==> src/rtl/per_position_base_quality_stats_assert.svh <==
// assertion macros for the per-position base quality statistics block
// no dependencies; included by the modules that carry checks
`ifndef PER_POSITION_BASE_QUALITY_STATS_ASSERT_SVH
`define PER_POSITION_BASE_QUALITY_STATS_ASSERT_SVH
`ifndef SYNTH
`define PPBQS_ASSERT(lbl, clk, rstn, prop) \
	lbl: assert property (@(posedge clk) disable iff (!rstn) prop) \
		else $error("ppbqs assertion failed");
`define PPBQS_ASSERT_NEVER(lbl, clk, rstn, expr) \
	lbl: assert property (@(posedge clk) disable iff (!rstn) !(expr)) \
		else $error("ppbqs forbidden condition seen");
`else
`define PPBQS_ASSERT(lbl, clk, rstn, prop)
`define PPBQS_ASSERT_NEVER(lbl, clk, rstn, expr)
`endif
`endif

==> src/rtl/ppbqs_pkg.sv <==
// shared types and constants of the per-position base quality statistics block
// no dependencies
package ppbqs_pkg;

	localparam int POS_W      = 9;
	localparam int POS_EXT_W  = 17;
	localparam int CLASS_W    = 3;
	localparam int QUAL_W     = 7;
	localparam int CNT_OUT_W  = 32;
	localparam int QSUM_W     = 40;
	localparam int LEN_W      = 48;
	localparam int CFG_IDX_W  = 1;
	localparam int CFG_DATA_W = 7;

	localparam int DEF_MAX_POSITIONS = 512;
	localparam int DEF_COUNT_BITS    = 32;

	localparam logic [QUAL_W-1:0] QUAL_OFFSET = 7'd33;
	localparam logic [QUAL_W-1:0] Q20_RESET   = 7'd53;
	localparam logic [QUAL_W-1:0] Q30_RESET   = 7'd63;

	typedef enum logic [0:0] {
		KIND_BASE    = 1'b0,
		KIND_READOUT = 1'b1
	} kind_t;

	typedef enum logic [CFG_IDX_W-1:0] {
		REG_Q20_LEVEL = 1'b0,
		REG_Q30_LEVEL = 1'b1
	} cfg_reg_t;

	typedef struct packed {
		kind_t              kind;
		logic [7:0]         base_char;
		logic [QUAL_W-1:0]  qual_char;
		logic [POS_W-1:0]   position;
		logic               last_of_read;
		logic [CLASS_W-1:0] read_class;
	} item_t;

	typedef struct packed {
		logic [CNT_OUT_W-1:0] q30_count;
		logic [CNT_OUT_W-1:0] q20_count;
		logic [CNT_OUT_W-1:0] class_count;
		logic [QSUM_W-1:0]    class_qual_sum;
		logic [CNT_OUT_W-1:0] position_count;
		logic [QSUM_W-1:0]    position_qual_sum;
		logic [CNT_OUT_W-1:0] reads_seen;
		logic [LEN_W-1:0]     length_total;
	} result_t;

	typedef struct packed {
		kind_t             kind;
		logic [QUAL_W-1:0] qual;
		logic [POS_W-1:0]  pos;
		logic              last;
		logic              in_range;
	} stage_t;

	typedef struct packed {
		logic [QUAL_W-1:0] q20;
		logic [QUAL_W-1:0] q30;
	} levels_t;

endpackage

==> src/rtl/ppbqs_out_q.sv <==
// two-entry result queue between the update stage and the result channel
// depends on ppbqs_pkg and the assertion header
`include "per_position_base_quality_stats_assert.svh"
module ppbqs_out_q (
	input  logic               clk,
	input  logic               arst_n,
	input  logic               push,
	input  ppbqs_pkg::result_t push_data,
	output logic               valid,
	input  logic               ready,
	output ppbqs_pkg::result_t data,
	output logic [1:0]         count
);

	ppbqs_pkg::result_t entry_q [2];
	logic               wr_ptr_q, rd_ptr_q;
	logic [1:0]         count_q;
	logic               pop;

	assign valid = count_q != 2'd0;
	assign data  = entry_q[rd_ptr_q];
	assign count = count_q;
	assign pop   = valid && ready;

	always_ff @(posedge clk or negedge arst_n) begin
		if (!arst_n) begin
			wr_ptr_q <= 1'b0;
			rd_ptr_q <= 1'b0;
			count_q  <= 2'd0;
		end else begin
			if (push) begin
				wr_ptr_q <= ~wr_ptr_q;
			end
			if (pop) begin
				rd_ptr_q <= ~rd_ptr_q;
			end
			count_q <= count_q + 2'(push) - 2'(pop);
		end
	end

	always_ff @(posedge clk) begin
		if (push) begin
			entry_q[wr_ptr_q] <= push_data;
		end
	end

	`PPBQS_ASSERT_NEVER(a_no_overflow, clk, arst_n, push && (count_q == 2'd2) && !pop)

endmodule

==> config.mk <==
export PLATFORM = sky130hd
export DESIGN_NAME = ppbqs_out_q
export DESIGN_NICKNAME = d
export VERILOG_FILES = /design/src/rtl/ppbqs_pkg.sv /design/src/rtl/ppbqs_out_q.sv
export VERILOG_INCLUDE_DIRS = /design/src /design/src/rtl
export SDC_FILE = /design/constraint.sdc
export NUM_CORES = 1
export LEC_CHECK = 0
export ABC_AREA = 0
export ABC_CLOCK_PERIOD_IN_PS = 17070
export BUFFER_PORTS_ARGS = -buffer_cell sky130_fd_sc_hd__buf_4
export CAP_MARGIN = 20
export CORE_AREA = 3 3 224 226
export CTS_BUF_LIST = sky130_fd_sc_hd__clkbuf_8
export DETAILED_ROUTE_END_ITERATION = 8
export DIE_AREA = 0 0 227 229
export PLACE_DENSITY = 0.69
export SLEW_MARGIN = 20
export SYNTH_ARGS = -nofsm -noshare
export SYNTH_HDL_FRONTEND = slang
export SYNTH_SLANG_ARGS = --single-unit
export TNS_END_PERCENT = 20
==> constraint.sdc <==
create_clock -name clk -period 17.07 [get_ports clk]
set_input_delay 1.707 -clock clk [delete_from_list [all_inputs] [get_ports clk]]
set_output_delay 1.707 -clock clk [all_outputs]
set_load 0.03 [all_outputs]
# Word level (Yosys, flattened, before mapping)
# Memory sizes are Yosys's and may differ from the RTL's.
# Cells that the tools add are included.
# W data, S select, Z words.
dict set report word_totals {
  latchBits 0
  in_bits 292
  mem_bits_ro 0
  ff_bits 4
  memories 1
  ramBits 576
  wordCells 12
}
# memory depth word_bits rd rd_ports_with_merged_regs write_ports line_no
set mem_list {}
lappend mem_list {entry_q 2 288 1 0 1 ppbqs_out_q.sv:15} ;# ppbqs_pkg::result_t entry_q [2];
dict set report classes {
  n_bitwise 2
  n_eq_ne 0
  n_div 0
  mul 0
  order_cmp 0
  mux 2
  shifts 0
  add_sub_neg 2
  n_reduce_logical 2
}
# op count
set op_table {}
lappend op_table {{$add A2 B1 Y2} 1}
lappend op_table {{$mux W1} 2}
lappend op_table {{$not A1 Y1} 2}
lappend op_table {{$reduce_bool A2 Y1} 1}
lappend op_table {{$sub A2 B1 Y2} 1}
lappend op_table {{$logic_and A1 B1 Y1} 1}

# Logic depth before layout (Yosys ltp)
dict set report logic_depth {
  depth_word 3
  ltp_mapped 6
}

# Worst setup path before layout
# Ideal clock, no wire load.
dict set report synth_timing {
  path_type {in2reg}
  startpoint {input push}
  endpoint {memory entry_q[0][0] in the netlist's numbering, enable pin}
  setup_time_ns 0.977
  n_path_buf 0
  slack_ns 2.003
  cell_stages 1
  arrival_time_ns 14.089
  path_cell_list {nor2b_1}
}
dict set report synth_via {
  elab_chain_cells 2
}
# item line_no
set synth_rtl {}
lappend synth_rtl {{start: declaration} ppbqs_out_q.sv:7} ;# input logic push,
lappend synth_rtl {{$mux W1} ppbqs_out_q.sv:42} ;# if (push) begin
lappend synth_rtl {{$mux W1 (not written as such)} ppbqs_out_q.sv:43} ;# entry_q[wr_ptr_q] <= push_data;
lappend synth_rtl {{end: declaration} ppbqs_out_q.sv:15}
# Every way passes these cells.

==> metrics.md <==
| Metric | Value |
|---|---|
| Status | completed |
| Hold buffers post-CTS | 0 |
| Hold_ws | 582 ps |
| Fill cells | 3625 |
| Chip width | 227 µm |
| Layout area overhead | 30.3% |
| # H-tree levels | 3 |
| CP Class | flop to output pin |
| CP Launch Type | flop |
| Finished Cell Area | 28400 µm² |
| Crit-path max FO | 57 |
| Post-Synthesis Cells | 912 |
| Synth Area in Simple Gates | 0.0861% |
| Final min period | 5540 ps |
| # Max-Cap Violations | 0 |
| Clk Latency, worst-skew pair | 670 ps |
| Post-Synth XOR/XNOR Area | 0.161% |
| Mux share of post-synthesis cell area | 18.3% |
| Final setup vio count | 0 |
| Crit path required time | 15360 ps |
| Largest family of logic cells by synthesized area | multiplexers |
| First-pass GRT wire length | 70700 µm |
| Die footprint | 52000 µm² |
| Hold Vio Cnt, Final | 0 |
| Synth top area share | 79.3% |
| Comb power frac | 40.3% |
| DRC | 0 |
| Vias in the first global route | 11800 |
| Pin count of the biggest net entering global routing | 151 |
| Crit path max-delay family | buffers and inverters |
| Area of the mapped netlist | 21800 µm² |
| Gpl congestion | 0.800 |
| Top cell by count, worst path | buf_4 |
| Total global-route track usage | 18.5% |
| CTS resizes | 0 |
| Worst hold path class | flop to flop |
| DR WL/cell | 21.9 µm |
| Clk root buf | clkbuf_8 |
| Cell Int Power | 3.29 mW |
| CP Capture Type | output pin |
| Syn Area/Cell | 23.9 µm² |
| Lkg Pwr | 11.3 nW |
| Layout cells sized above 1 | 60.8% |
| Setup TNS | 0 ps |
| Num rows | 81 |
| Actual slew at the worst max-slew pin | 1220 ps |
| Core ar. | 48500 µm² |
| CTS tree | built |
| Fin crit share | 32.4% |
| Post-synthesis sequential element count | 580 |
| RSZ-0062 raised after global routing | false |
| Slew headroom | 18.7% |
| Pwr/cell area | 179 nW/µm² |
| Clock slew at reported path FFs | 60 ps |
| Die Span Y | 229 µm |
| Total clock buffers created by CTS | 91 |
| CP max stage cell | dfrtp_4 |
| Clock sink count | 580 |
| Gr ovfl total | 0 |
| DR vias | 11000 |
| Initial antenna violation count | 7 |
| Seq/Total Area, Yosys | 79.8% |
| Synthesized net count | 1206 |
| Clock Path Buffers | 3 |
| Psw | 1.78 mW |
| Routed wire length | 49500 µm |
| Compound-Gate Fraction of Synth Area | 0.0344% |
| Port Buf Inserts | 582 |
| Max frequency | 0.181 GHz |
| Seq pwr share | 39.2% |
| Clock network fraction of design power | 20.6% |
| Postcts setup bufs | 0 |
| Clock Skew | 15.2 ps |
| Initial DRC Count | 653 |
| Synth area leaders | edfxtp_1 79%, mux2_4 14%, mux2_2 4.5% |
| Synth area leader | edfxtp_1 |
| Fin. max-slew vios | 0 |
| Vias per inst | 4.85 |
| # IOs | 583 |
| CP bufs+invs | 3 |
| Layout Nets | 1859 |
| Final ANT Viol Nets | 0 |
| Initial Utilization | 44.9% |
| 1st-pass router iterations | 4 |
| Unique masters post-synth | 14 |
| Worst path max stage delay | 980 ps |
| WP data arrival | 3830 ps |
| Worst vdd ir | 0.197 mV |
| Post-Synth Adder-Cell Area | 0.115% |
| CP Cell Sequence | buf_4 -> buf_4 -> mux2_2 -> buf_4 |
| Yosys Warn Count | 0 |
| Dpl cell area | 26700 µm² |
| Switching Fraction | 35.1% |
| HPWL after DPL | 34500 µm |
-- final cells by class --
cell class	count	area (µm²)	share of cell area, %
inverters	2	7.51	0.0264
well taps	622	778	2.74
repair buffers	592	4490	15.8
flip-flops and latches	580	17400	61.3
diodes	5	12.5	0.0441
multi-input cells	298	4090	14.4
clock inverters	70	352	1.24
clock buffers	92	1270	4.46
-- kinds of logic (layout without fill, tap and decap cells) --
group           Yosys count  count (layout)
fa+ha+maj                 2               2
simple gates              3               3
xor+xnor                  4               4
compound gates            1               1
mux                     288             288
flops                   580             580
other cells               0               5
buf+inv                  34             756
-- through the flow --
stage | std cells | setup WS, ps | util (%) | total power [mW]
after floorplan | 912 | 2000 | - | 3.53
after global routing | 2258 | 11290 | 58.5 | 5.29
after detailed placement | 2093 | 12170 | 55.1 | 4.08
after CTS | 2255 | 11420 | 58.4 | 5.14
final | 2261 | 11540 | 58.5 | 5.08
after global placement | 2093 | 12230 | 55.1 | 4.06
-- cell usage after synthesis (all sizes together) --
cell type  instances
and2               1
xor2               2
xnor2              2
inv                2
mux2             288
ha                 2
or2                1
dfrtp              4
o21a               1
buf               32
nor2b              1
edfxtp           576
-- flip-flops by register name, indices dropped and copies added (netlist names) --
signal,flops
wr_ptr_q,1
rd_ptr_q,1
entry_q,576
count,2
-- placed cells by master (no fill, tap or decap), drive strengths merged --
cell type  count
inv           34
clkinvlp       5
dfrtp          4
clkbuf        92
mux2         288
nor2b          1
buf          592
xnor2          2
clkinv        31
bufinv         2
or2            1
o21a           1
xor2           2
diode          5
and2           1
ha             2
edfxtp       576
-- power groups by stage --
stage               Combinational [mW]  Clock [mW]  Sequential (mW)
floorplan                         1.44           0             2.09
global placement                  2.05           0             2.01
detailed placement                2.06           0             2.02
CTS                               2.06        1.08             1.99
global route                      2.14        1.15             2.01
finish                            2.05        1.04             1.99
-- worst paths after layout --
kind	cells after the start	start	slack [ps]	endpoint
hold / removal	1	wr_ptr_q	580	wr_ptr_q
setup / recovery	4	rd_ptr_q	11540	data[0]
max in group asynchronous	1	arst_n	16110	rd_ptr_q
setup reg to reg	3	wr_ptr_q	13880	entry_q[0][137]
min in group asynchronous	1	arst_n	840	count[0]
hold reg to reg	1	wr_ptr_q	580	wr_ptr_q
-- per-layer routing --
metal / up-vias / global-route usage, % / wire length (µm)
met4: 6 / 8.55 / 1800
met2: 486 / 31.0 / 24600
met5: - / 0 / 39
li1: 4977 / - / -
met3: 102 / 8.15 / 5440
met1: 5393 / 20.1 / 17600
Power figures use the tool's default switching activity.
