==> src/rtl/per_position_base_quality_stats_assert.svh <==
// assertion macros for the per-position base quality statistics block
// no dependencies; included by the modules that carry checks
`ifndef PER_POSITION_BASE_QUALITY_STATS_ASSERT_SVH
`define PER_POSITION_BASE_QUALITY_STATS_ASSERT_SVH
`ifndef SYNTH
`define PPBQS_ASSERT(lbl, clk, rstn, prop) \
	lbl: assert property (@(posedge clk) disable iff (!rstn) prop) \
		else $error("ppbqs assertion failed");
`define PPBQS_ASSERT_NEVER(lbl, clk, rstn, expr) \
	lbl: assert property (@(posedge clk) disable iff (!rstn) !(expr)) \
		else $error("ppbqs forbidden condition seen");
`else
`define PPBQS_ASSERT(lbl, clk, rstn, prop)
`define PPBQS_ASSERT_NEVER(lbl, clk, rstn, expr)
`endif
`endif

==> src/rtl/ppbqs_pkg.sv <==
// shared types and constants of the per-position base quality statistics block
// no dependencies
package ppbqs_pkg;

	localparam int POS_W      = 9;
	localparam int POS_EXT_W  = 17;
	localparam int CLASS_W    = 3;
	localparam int QUAL_W     = 7;
	localparam int CNT_OUT_W  = 32;
	localparam int QSUM_W     = 40;
	localparam int LEN_W      = 48;
	localparam int CFG_IDX_W  = 1;
	localparam int CFG_DATA_W = 7;

	localparam int DEF_MAX_POSITIONS = 512;
	localparam int DEF_COUNT_BITS    = 32;

	localparam logic [QUAL_W-1:0] QUAL_OFFSET = 7'd33;
	localparam logic [QUAL_W-1:0] Q20_RESET   = 7'd53;
	localparam logic [QUAL_W-1:0] Q30_RESET   = 7'd63;

	typedef enum logic [0:0] {
		KIND_BASE    = 1'b0,
		KIND_READOUT = 1'b1
	} kind_t;

	typedef enum logic [CFG_IDX_W-1:0] {
		REG_Q20_LEVEL = 1'b0,
		REG_Q30_LEVEL = 1'b1
	} cfg_reg_t;

	typedef struct packed {
		kind_t              kind;
		logic [7:0]         base_char;
		logic [QUAL_W-1:0]  qual_char;
		logic [POS_W-1:0]   position;
		logic               last_of_read;
		logic [CLASS_W-1:0] read_class;
	} item_t;

	typedef struct packed {
		logic [CNT_OUT_W-1:0] q30_count;
		logic [CNT_OUT_W-1:0] q20_count;
		logic [CNT_OUT_W-1:0] class_count;
		logic [QSUM_W-1:0]    class_qual_sum;
		logic [CNT_OUT_W-1:0] position_count;
		logic [QSUM_W-1:0]    position_qual_sum;
		logic [CNT_OUT_W-1:0] reads_seen;
		logic [LEN_W-1:0]     length_total;
	} result_t;

	typedef struct packed {
		kind_t             kind;
		logic [QUAL_W-1:0] qual;
		logic [POS_W-1:0]  pos;
		logic              last;
		logic              in_range;
	} stage_t;

	typedef struct packed {
		logic [QUAL_W-1:0] q20;
		logic [QUAL_W-1:0] q30;
	} levels_t;

endpackage

==> src/rtl/ppbqs_update.sv <==
// read-modify-write datapath: saturating counter updates and result assembly
// depends on ppbqs_pkg
module ppbqs_update #(
	parameter int COUNT_BITS = ppbqs_pkg::DEF_COUNT_BITS,
	parameter int CLS_WORD_W = 3 * COUNT_BITS + ppbqs_pkg::QSUM_W,
	parameter int POS_WORD_W = COUNT_BITS + ppbqs_pkg::QSUM_W
) (
	input  ppbqs_pkg::stage_t                ctl,
	input  ppbqs_pkg::levels_t               levels,
	input  logic [CLS_WORD_W-1:0]            cls_word,
	input  logic [POS_WORD_W-1:0]            pos_word,
	input  logic [COUNT_BITS-1:0]            reads_cur,
	input  logic [ppbqs_pkg::LEN_W-1:0]      len_cur,
	output logic [CLS_WORD_W-1:0]            cls_word_nxt,
	output logic [POS_WORD_W-1:0]            pos_word_nxt,
	output logic [COUNT_BITS-1:0]            reads_nxt,
	output logic [ppbqs_pkg::LEN_W-1:0]      len_nxt,
	output ppbqs_pkg::result_t               res
);

	localparam int QW = ppbqs_pkg::QSUM_W;
	localparam int LW = ppbqs_pkg::LEN_W;
	localparam int PW = ppbqs_pkg::POS_W;

	logic [COUNT_BITS-1:0] q30_cur, q20_cur, ccnt_cur, pcnt_cur;
	logic [QW-1:0]         cqs_cur, pqs_cur;
	logic [COUNT_BITS-1:0] q30_nxt, q20_nxt, ccnt_nxt, pcnt_nxt;
	logic [QW-1:0]         cqs_nxt, pqs_nxt;
	logic [COUNT_BITS:0]   q30_sum, q20_sum, ccnt_sum, pcnt_sum, reads_sum;
	logic [QW:0]           cqs_sum, pqs_sum;
	logic [LW:0]           len_sum;
	logic [PW:0]           pos_plus;
	logic                  q30_hit, q20_hit, ends_read;
	logic [ppbqs_pkg::QUAL_W-1:0] score;

	assign {q30_cur, q20_cur, ccnt_cur, cqs_cur} = cls_word;
	assign {pcnt_cur, pqs_cur} = pos_word;

	assign q30_hit = ctl.qual >= levels.q30;
	assign q20_hit = q30_hit || (ctl.qual >= levels.q20);
	assign score   = (ctl.qual >= ppbqs_pkg::QUAL_OFFSET) ? ctl.qual - ppbqs_pkg::QUAL_OFFSET
		: '0;

	// saturation: the carry out of a widened add means the limit was passed
	assign q30_sum  = {1'b0, q30_cur} + (COUNT_BITS+1)'(q30_hit);
	assign q20_sum  = {1'b0, q20_cur} + (COUNT_BITS+1)'(q20_hit);
	assign ccnt_sum = {1'b0, ccnt_cur} + (COUNT_BITS+1)'(1);
	assign pcnt_sum = {1'b0, pcnt_cur} + (COUNT_BITS+1)'(1);
	assign cqs_sum  = {1'b0, cqs_cur} + (QW+1)'(score);
	assign pqs_sum  = {1'b0, pqs_cur} + (QW+1)'(score);

	assign q30_nxt  = q30_sum[COUNT_BITS]  ? '1 : q30_sum[COUNT_BITS-1:0];
	assign q20_nxt  = q20_sum[COUNT_BITS]  ? '1 : q20_sum[COUNT_BITS-1:0];
	assign ccnt_nxt = ccnt_sum[COUNT_BITS] ? '1 : ccnt_sum[COUNT_BITS-1:0];
	assign pcnt_nxt = pcnt_sum[COUNT_BITS] ? '1 : pcnt_sum[COUNT_BITS-1:0];
	assign cqs_nxt  = cqs_sum[QW] ? '1 : cqs_sum[QW-1:0];
	assign pqs_nxt  = pqs_sum[QW] ? '1 : pqs_sum[QW-1:0];

	assign cls_word_nxt = {q30_nxt, q20_nxt, ccnt_nxt, cqs_nxt};
	assign pos_word_nxt = {pcnt_nxt, pqs_nxt};

	// read totals
	assign ends_read = (ctl.kind == ppbqs_pkg::KIND_BASE) && ctl.last;
	assign pos_plus  = (PW+1)'(ctl.pos) + (PW+1)'(1);
	assign reads_sum = {1'b0, reads_cur} + (COUNT_BITS+1)'(1);
	assign len_sum   = {1'b0, len_cur} + (LW+1)'(pos_plus);

	always_comb begin
		reads_nxt = reads_cur;
		len_nxt   = len_cur;
		if (ends_read) begin
			reads_nxt = reads_sum[COUNT_BITS] ? '1 : reads_sum[COUNT_BITS-1:0];
			len_nxt   = len_sum[LW] ? '1 : len_sum[LW-1:0];
		end
	end

	always_comb begin
		res = '0;
		if (ctl.in_range) begin
			res.q30_count         = ppbqs_pkg::CNT_OUT_W'(q30_cur);
			res.q20_count         = ppbqs_pkg::CNT_OUT_W'(q20_cur);
			res.class_count       = ppbqs_pkg::CNT_OUT_W'(ccnt_cur);
			res.class_qual_sum    = cqs_cur;
			res.position_count    = ppbqs_pkg::CNT_OUT_W'(pcnt_cur);
			res.position_qual_sum = pqs_cur;
		end
		res.reads_seen   = ppbqs_pkg::CNT_OUT_W'(reads_cur);
		res.length_total = len_cur;
	end

endmodule

==> config.mk <==
export PLATFORM = sky130hd
export DESIGN_NAME = ppbqs_update
export DESIGN_NICKNAME = d
export VERILOG_FILES = /design/src/rtl/per_position_base_quality_stats_assert.svh /design/src/rtl/ppbqs_pkg.sv /design/src/rtl/ppbqs_update.sv
export SDC_FILE = /design/constraint.sdc
export NUM_CORES = 1
export LEC_CHECK = 0
export BUFFER_PORTS_ARGS = -buffer_cell sky130_fd_sc_hd__buf_2
export CORE_AREA = 2 2 347 349
export DETAILED_ROUTE_END_ITERATION = 12
export DIE_AREA = 0 0 349 351
export PLACE_DENSITY_LB_ADDON = 0.2
export SYNTH_ARGS = -nofsm -noshare
export SYNTH_HDL_FRONTEND = slang
export SYNTH_SLANG_ARGS = --single-unit
==> constraint.sdc <==
create_clock -name vclk -period 6.88
set_clock_uncertainty 0.1 [all_clocks]
set_input_delay 1.032 -clock vclk [all_inputs]
set_output_delay 1.032 -clock vclk [all_outputs]
set_load 0.005 [all_outputs]
==> Word-level counts from Yosys, hierarchy flattened <==
Index checks and enable logic that the tools add are counted.
{ "classes": {"reduce_logical": 2, "add_sub_neg": 10, "n_bitwise": 1, "muxes": 12, "order_cmp": 3} }
{ "ops": {"columns": ["operator", "count"], "rows": [
  ["208-bit two-way mux", 1],
  ["32-bit two-way mux", 6],
  ["32-bit by 1-bit adder with 33-bit output (second input constant)", 3],
  ["48-bit two-way mux", 2],
  ["40-bit by 7-bit adder with 41-bit output", 2],
  ["40-bit two-way mux", 2],
  ["32-bit by 1-bit adder with 33-bit output", 2],
  ["48-bit by 10-bit adder with 49-bit output", 1],
  ["7-bit >= comparator", 2],
  ["9-bit by 1-bit adder with 10-bit output (second input constant)", 1],
  ["7-bit by 6-bit >= comparator with 1-bit output (second input constant)", 1],
  ["7-bit two-way mux", 1],
  ["7-bit by 6-bit subtractor with 7-bit output (second input constant)", 1],
  ["1-bit logical AND", 1],
  ["1-bit logical OR", 1],
  ["1-bit inverter", 1]
]} }
{ "word_totals": {"reg_bits": 0} }

==> Depth between registers and ports, before layout <==
{ "depth": {"depth_word": 4, "mapped_depth": 21, "depth_no_buf": 20} }

==> Least setup slack after synthesis <==
OpenSTA, ideal clock, no wires.
{ "synth_path": {"path_kind": "input to output", "startpoint": "in ctl[11] in the netlist's numbering", "endpoint": "out cls_word_nxt[101]", "setup_slack_ns": 1.455, "n_path_buf": 1, "t_required_ns": 5.748, "arrival_ns": 4.293, "cell_stages": 21, "cell_sequence": "inv_1 -> ha_1 -> nand2b_1 -> a21o_1 -> a21o_1 -> a21o_1 -> a21o_1 -> a21o_1 -> a21o_1 -> a211o_1 -> ha_1 -> ha_1 -> nand2_1 -> nor3_2 -> nand4_1 -> nor3_2 -> nand4_1 -> nor2_2 -> nand3_1 -> clkbuf_1 -> nand2_1"} }
{ "synth_via": {"elab_chain_len": 4, "elab_cells_between_ends": 5} }
{ "synth_rtl": {"columns": ["item", "line_no", "text"], "rows": [
  ["from (decl)", "ppbqs_update.sv:8", "input ppbqs_pkg::stage_t ctl,"],
  ["7-bit >= comparator, on equally long branches", "ppbqs_update.sv:39, ppbqs_update.sv:40", null],
  ["1-bit logical OR (*)", "ppbqs_update.sv:40", "assign q20_hit = q30_hit || (ctl.qual >= levels.q20);"],
  ["32-bit by 1-bit adder with 33-bit output (*)", "ppbqs_update.sv:46", "assign q20_sum = {1'b0, q20_cur} + (COUNT_BITS+1)'(q20_hit);"],
  ["32-bit two-way mux (*)", "ppbqs_update.sv:53", "assign q20_nxt = q20_sum[COUNT_BITS] ? '1 : q20_sum[COUNT_BITS-1:0];"],
  ["to (decl)", "ppbqs_update.sv:14", "output logic [CLS_WORD_W-1:0] cls_word_nxt,"]
]} }
Every way passes the cells marked *; elsewhere a longest branch is shown, timed or not.

==> Final worst setup path <==
{ "layout_path": {"startpoint": "in ctl[11] in the netlist's numbering", "endpoint": "out cls_word_nxt[74]"} }
Same word-level chain as after synthesis.

==> flow_metrics.py <==
metrics = {
    "detailed_routing": {
        "post-route-drc-count": 0,
        "num_vias": 14500,
        "via_per_inst": 3.65,
        "wirelength_mm": 72.6,
        "route.antenna.remaining_nets": 0,
        "detailed_router_iteration_count_before_antenna_repair": 5,
        "wl_per_cell_um": 18.3,
        "drt_iter0_markers": 756,
    },
    "layout": {
        "layout.nets": 2777,
        "number_of_fill_cells": 14100,
        "most_common_library_cell_in_the_layout_ignoring_fill_and_taps": "sky130_fd_sc_hd__buf_2",
        "area_growth_syn_to_layout_pct": 58.0,
        "clock_buffer_count_in_the_final_layout": 0,
        "multi_input_area_um2": 8970,
        "design.seq.count": 0,
        "mostFrequentLayoutCells": "896 x sky130_fd_sc_hd__buf_2, 301 x sky130_fd_sc_hd__nand2_1, 222 x sky130_fd_sc_hd__and2_1",
        "seq_area_um2": 0,
        "layout-drive-gt1-share": 0.403,
    },
    "sta": {
        "setup_viols_final": 0,
        "timing.fmax_ghz": 0.161,
        "worst-slew-pin-transition_ns": 0.919,
        "timing_max_transition_violations_final": 0,
        "grt_setup_unrepaired": "no",
        "final.period_utilization": 0.902,
        "slew_headroom": 0.383,
        "totalNegativeSetupSlack_ns": 0,
        "period_needed_ns": 6.21,
        "hold_viol": 0,
    },
    "job": {
        "max_cap_viol_count": 0,
    },
    "floorplanning": {
        "rows": 127,
        "die_height_um": 351,
        "boundaryPins": 897,
        "floorplan.initialDensity": 0.0841,
        "fp.dieArea_um2": 122000,
        "die-width_um": 349,
        "placeableCoreArea_um2": 119000,
    },
    "synth": {
        "post_synth.cell_area_avg_um2": 6.15,
        "mappedNetlistArea_um2": 10000,
        "post_synth_main_area_contributors": "sky130_fd_sc_hd__and2_1 14%, sky130_fd_sc_hd__nand2_1 11%, sky130_fd_sc_hd__xor2_1 9.2%",
        "mappedNetlistNets": 1995,
        "ys_warn_count": 0,
        "synth_top_area_share": 0.139,
        "synthDistinctLibCells": 75,
        "synthCells": 1629,
        "synth_top_area_cell": "sky130_fd_sc_hd__and2_1",
        "seq_area_frac_synth": 0,
    },
    "worst_setup_path": {
        "end_kind": "primary output",
        "crit_arrival_ns": 5.07,
        "cp.required_ns": 5.75,
        "crit_type": "in2out",
        "worst-path-max-fanout": 25,
        "kind_of_start_point_of_the_critical_path": "primary input",
    },
    "global_route": {
        "grtUsageTotal": 0.108,
        "antenna_found_initial": 15,
        "overflow": 0,
        "grt_pass1_vias": 14100,
        "largest_net_degree_at_the_start_of_global_routing": 141,
        "grt_first_pass_wirelength_mm": 99.6,
    },
    "hold_path": {
        "worst_hold_path.num_cells": 2,
        "hold_path.class": "in2out",
        "hold_path.startpoint": "len_cur[0]",
        "worstHoldEndpoint": "res[0]",
    },
    "placement": {
        "hpwl_mm": 65.0,
        "port_buffers": 897,
        "routabilityCongestion": 0.864,
    },
    "cts": {
        "cts-resized-gates": 0,
        "cts.hold.buffers_added": 0,
        "postCtsSetupBuffers": 0,
    },
    "outcome": {
        "status": "completed",
    },
}
-- cell usage after synthesis, types with 21 or more instances --
master / instances
sky130_fd_sc_hd__nor2_1: 86
sky130_fd_sc_hd__a21oi_1: 59
sky130_fd_sc_hd__mux2_2: 22
sky130_fd_sc_hd__xnor2_1: 79
sky130_fd_sc_hd__nor4_1: 23
sky130_fd_sc_hd__buf_4: 81
sky130_fd_sc_hd__and4_1: 21
sky130_fd_sc_hd__o21ai_0: 35
sky130_fd_sc_hd__inv_1: 52
sky130_fd_sc_hd__ha_1: 44
sky130_fd_sc_hd__xor2_1: 105
sky130_fd_sc_hd__nand4_1: 42
sky130_fd_sc_hd__nand2b_1: 26
sky130_fd_sc_hd__nand2_1: 301
sky130_fd_sc_hd__a31oi_1: 30
sky130_fd_sc_hd__clkbuf_1: 50
sky130_fd_sc_hd__and3_1: 55
sky130_fd_sc_hd__nand3_1: 113
sky130_fd_sc_hd__nor3_1: 31
sky130_fd_sc_hd__and2_1: 222
-- how the worst max path moves through the flow --
stage | start | end | slack (ns) | depth (start not counted)
after floorplan | ctl[11] | cls_word_nxt[101] | 1.46 | 21
after global placement | ctl[11] | cls_word_nxt[103] | 0.61 | 20
after detailed placement | ctl[11] | cls_word_nxt[103] | 0.58 | 20
after CTS | ctl[11] | cls_word_nxt[103] | 0.55 | 20
after global routing | ctl[11] | cls_word_nxt[103] | 0.19 | 20
final | ctl[11] | cls_word_nxt[74] | 0.67 | 23
-- layer usage --
layer  part of all wire  routed length, µm  vias up  global-route usage
li1                   -                  -     7117                   -
met1               0.44              31900     6733               0.139
met2               0.48              35000      596               0.193
met3              0.066               4780       34              0.0191
met4              0.012                894        6              0.0126
met5            0.00059                 43        -                   0
-- per-stage QoR --
step | utilization | instances | worst slack [ns] | hold slack (ns) | cell area (µm²)
2_1_floorplan | - | 1629 | 1.46 | 2.00 | 10000
3_3_place_gp | 0.133 | 3957 | 0.606 | 2.18 | 15800
3_5_place_dp | 0.133 | 3957 | 0.577 | 2.17 | 15800
4_1_cts | 0.133 | 3957 | 0.548 | 2.17 | 15800
5_1_grt | 0.133 | 3960 | 0.189 | 2.18 | 15800
6_report | 0.133 | 3969 | 0.675 | 2.17 | 15800
-- layout make-up --
class / instances / area share
inverters: 52 / 0.0123
repair buffers: 920 / 0.296
well taps: 1548 / 0.122
diodes: 12 / 0.00190
multi-input cells: 1437 / 0.567
-- cells by family (layout without fill, tap and decap cells) --
family	count (synthesis)	count (layout)	share of synthesized area
compound gates	209	209	0.142
xor+xnor	184	184	0.161
fa+ha+maj	46	46	0.0580
buf+inv	192	972	0.104
mux	32	32	0.0349
other cells	0	12	0
simple gates	966	966	0.500
-- critical path, cell delays in order --
cell and delay [ns]:
sky130_fd_sc_hd__buf_2 0.11, sky130_fd_sc_hd__inv_1 0.08, sky130_fd_sc_hd__ha_1 0.27, sky130_fd_sc_hd__nand2b_1 0.10, sky130_fd_sc_hd__a21o_1 0.11, sky130_fd_sc_hd__a21o_1 0.11, sky130_fd_sc_hd__a21o_1 0.10, sky130_fd_sc_hd__a21o_1 0.10
sky130_fd_sc_hd__a21o_1 0.10, sky130_fd_sc_hd__a21o_1 0.13, sky130_fd_sc_hd__a211o_1 0.12, sky130_fd_sc_hd__ha_1 0.22, sky130_fd_sc_hd__ha_1 0.25, sky130_fd_sc_hd__nand2_1 0.11, sky130_fd_sc_hd__nor3_2 0.33, sky130_fd_sc_hd__nand4_1 0.27
sky130_fd_sc_hd__nor3_2 0.37, sky130_fd_sc_hd__nand4_1 0.17, sky130_fd_sc_hd__nor2_2 0.23, sky130_fd_sc_hd__nand3_1 0.27, sky130_fd_sc_hd__buf_12 0.24, sky130_fd_sc_hd__o21ai_0 0.08, sky130_fd_sc_hd__buf_2 0.15
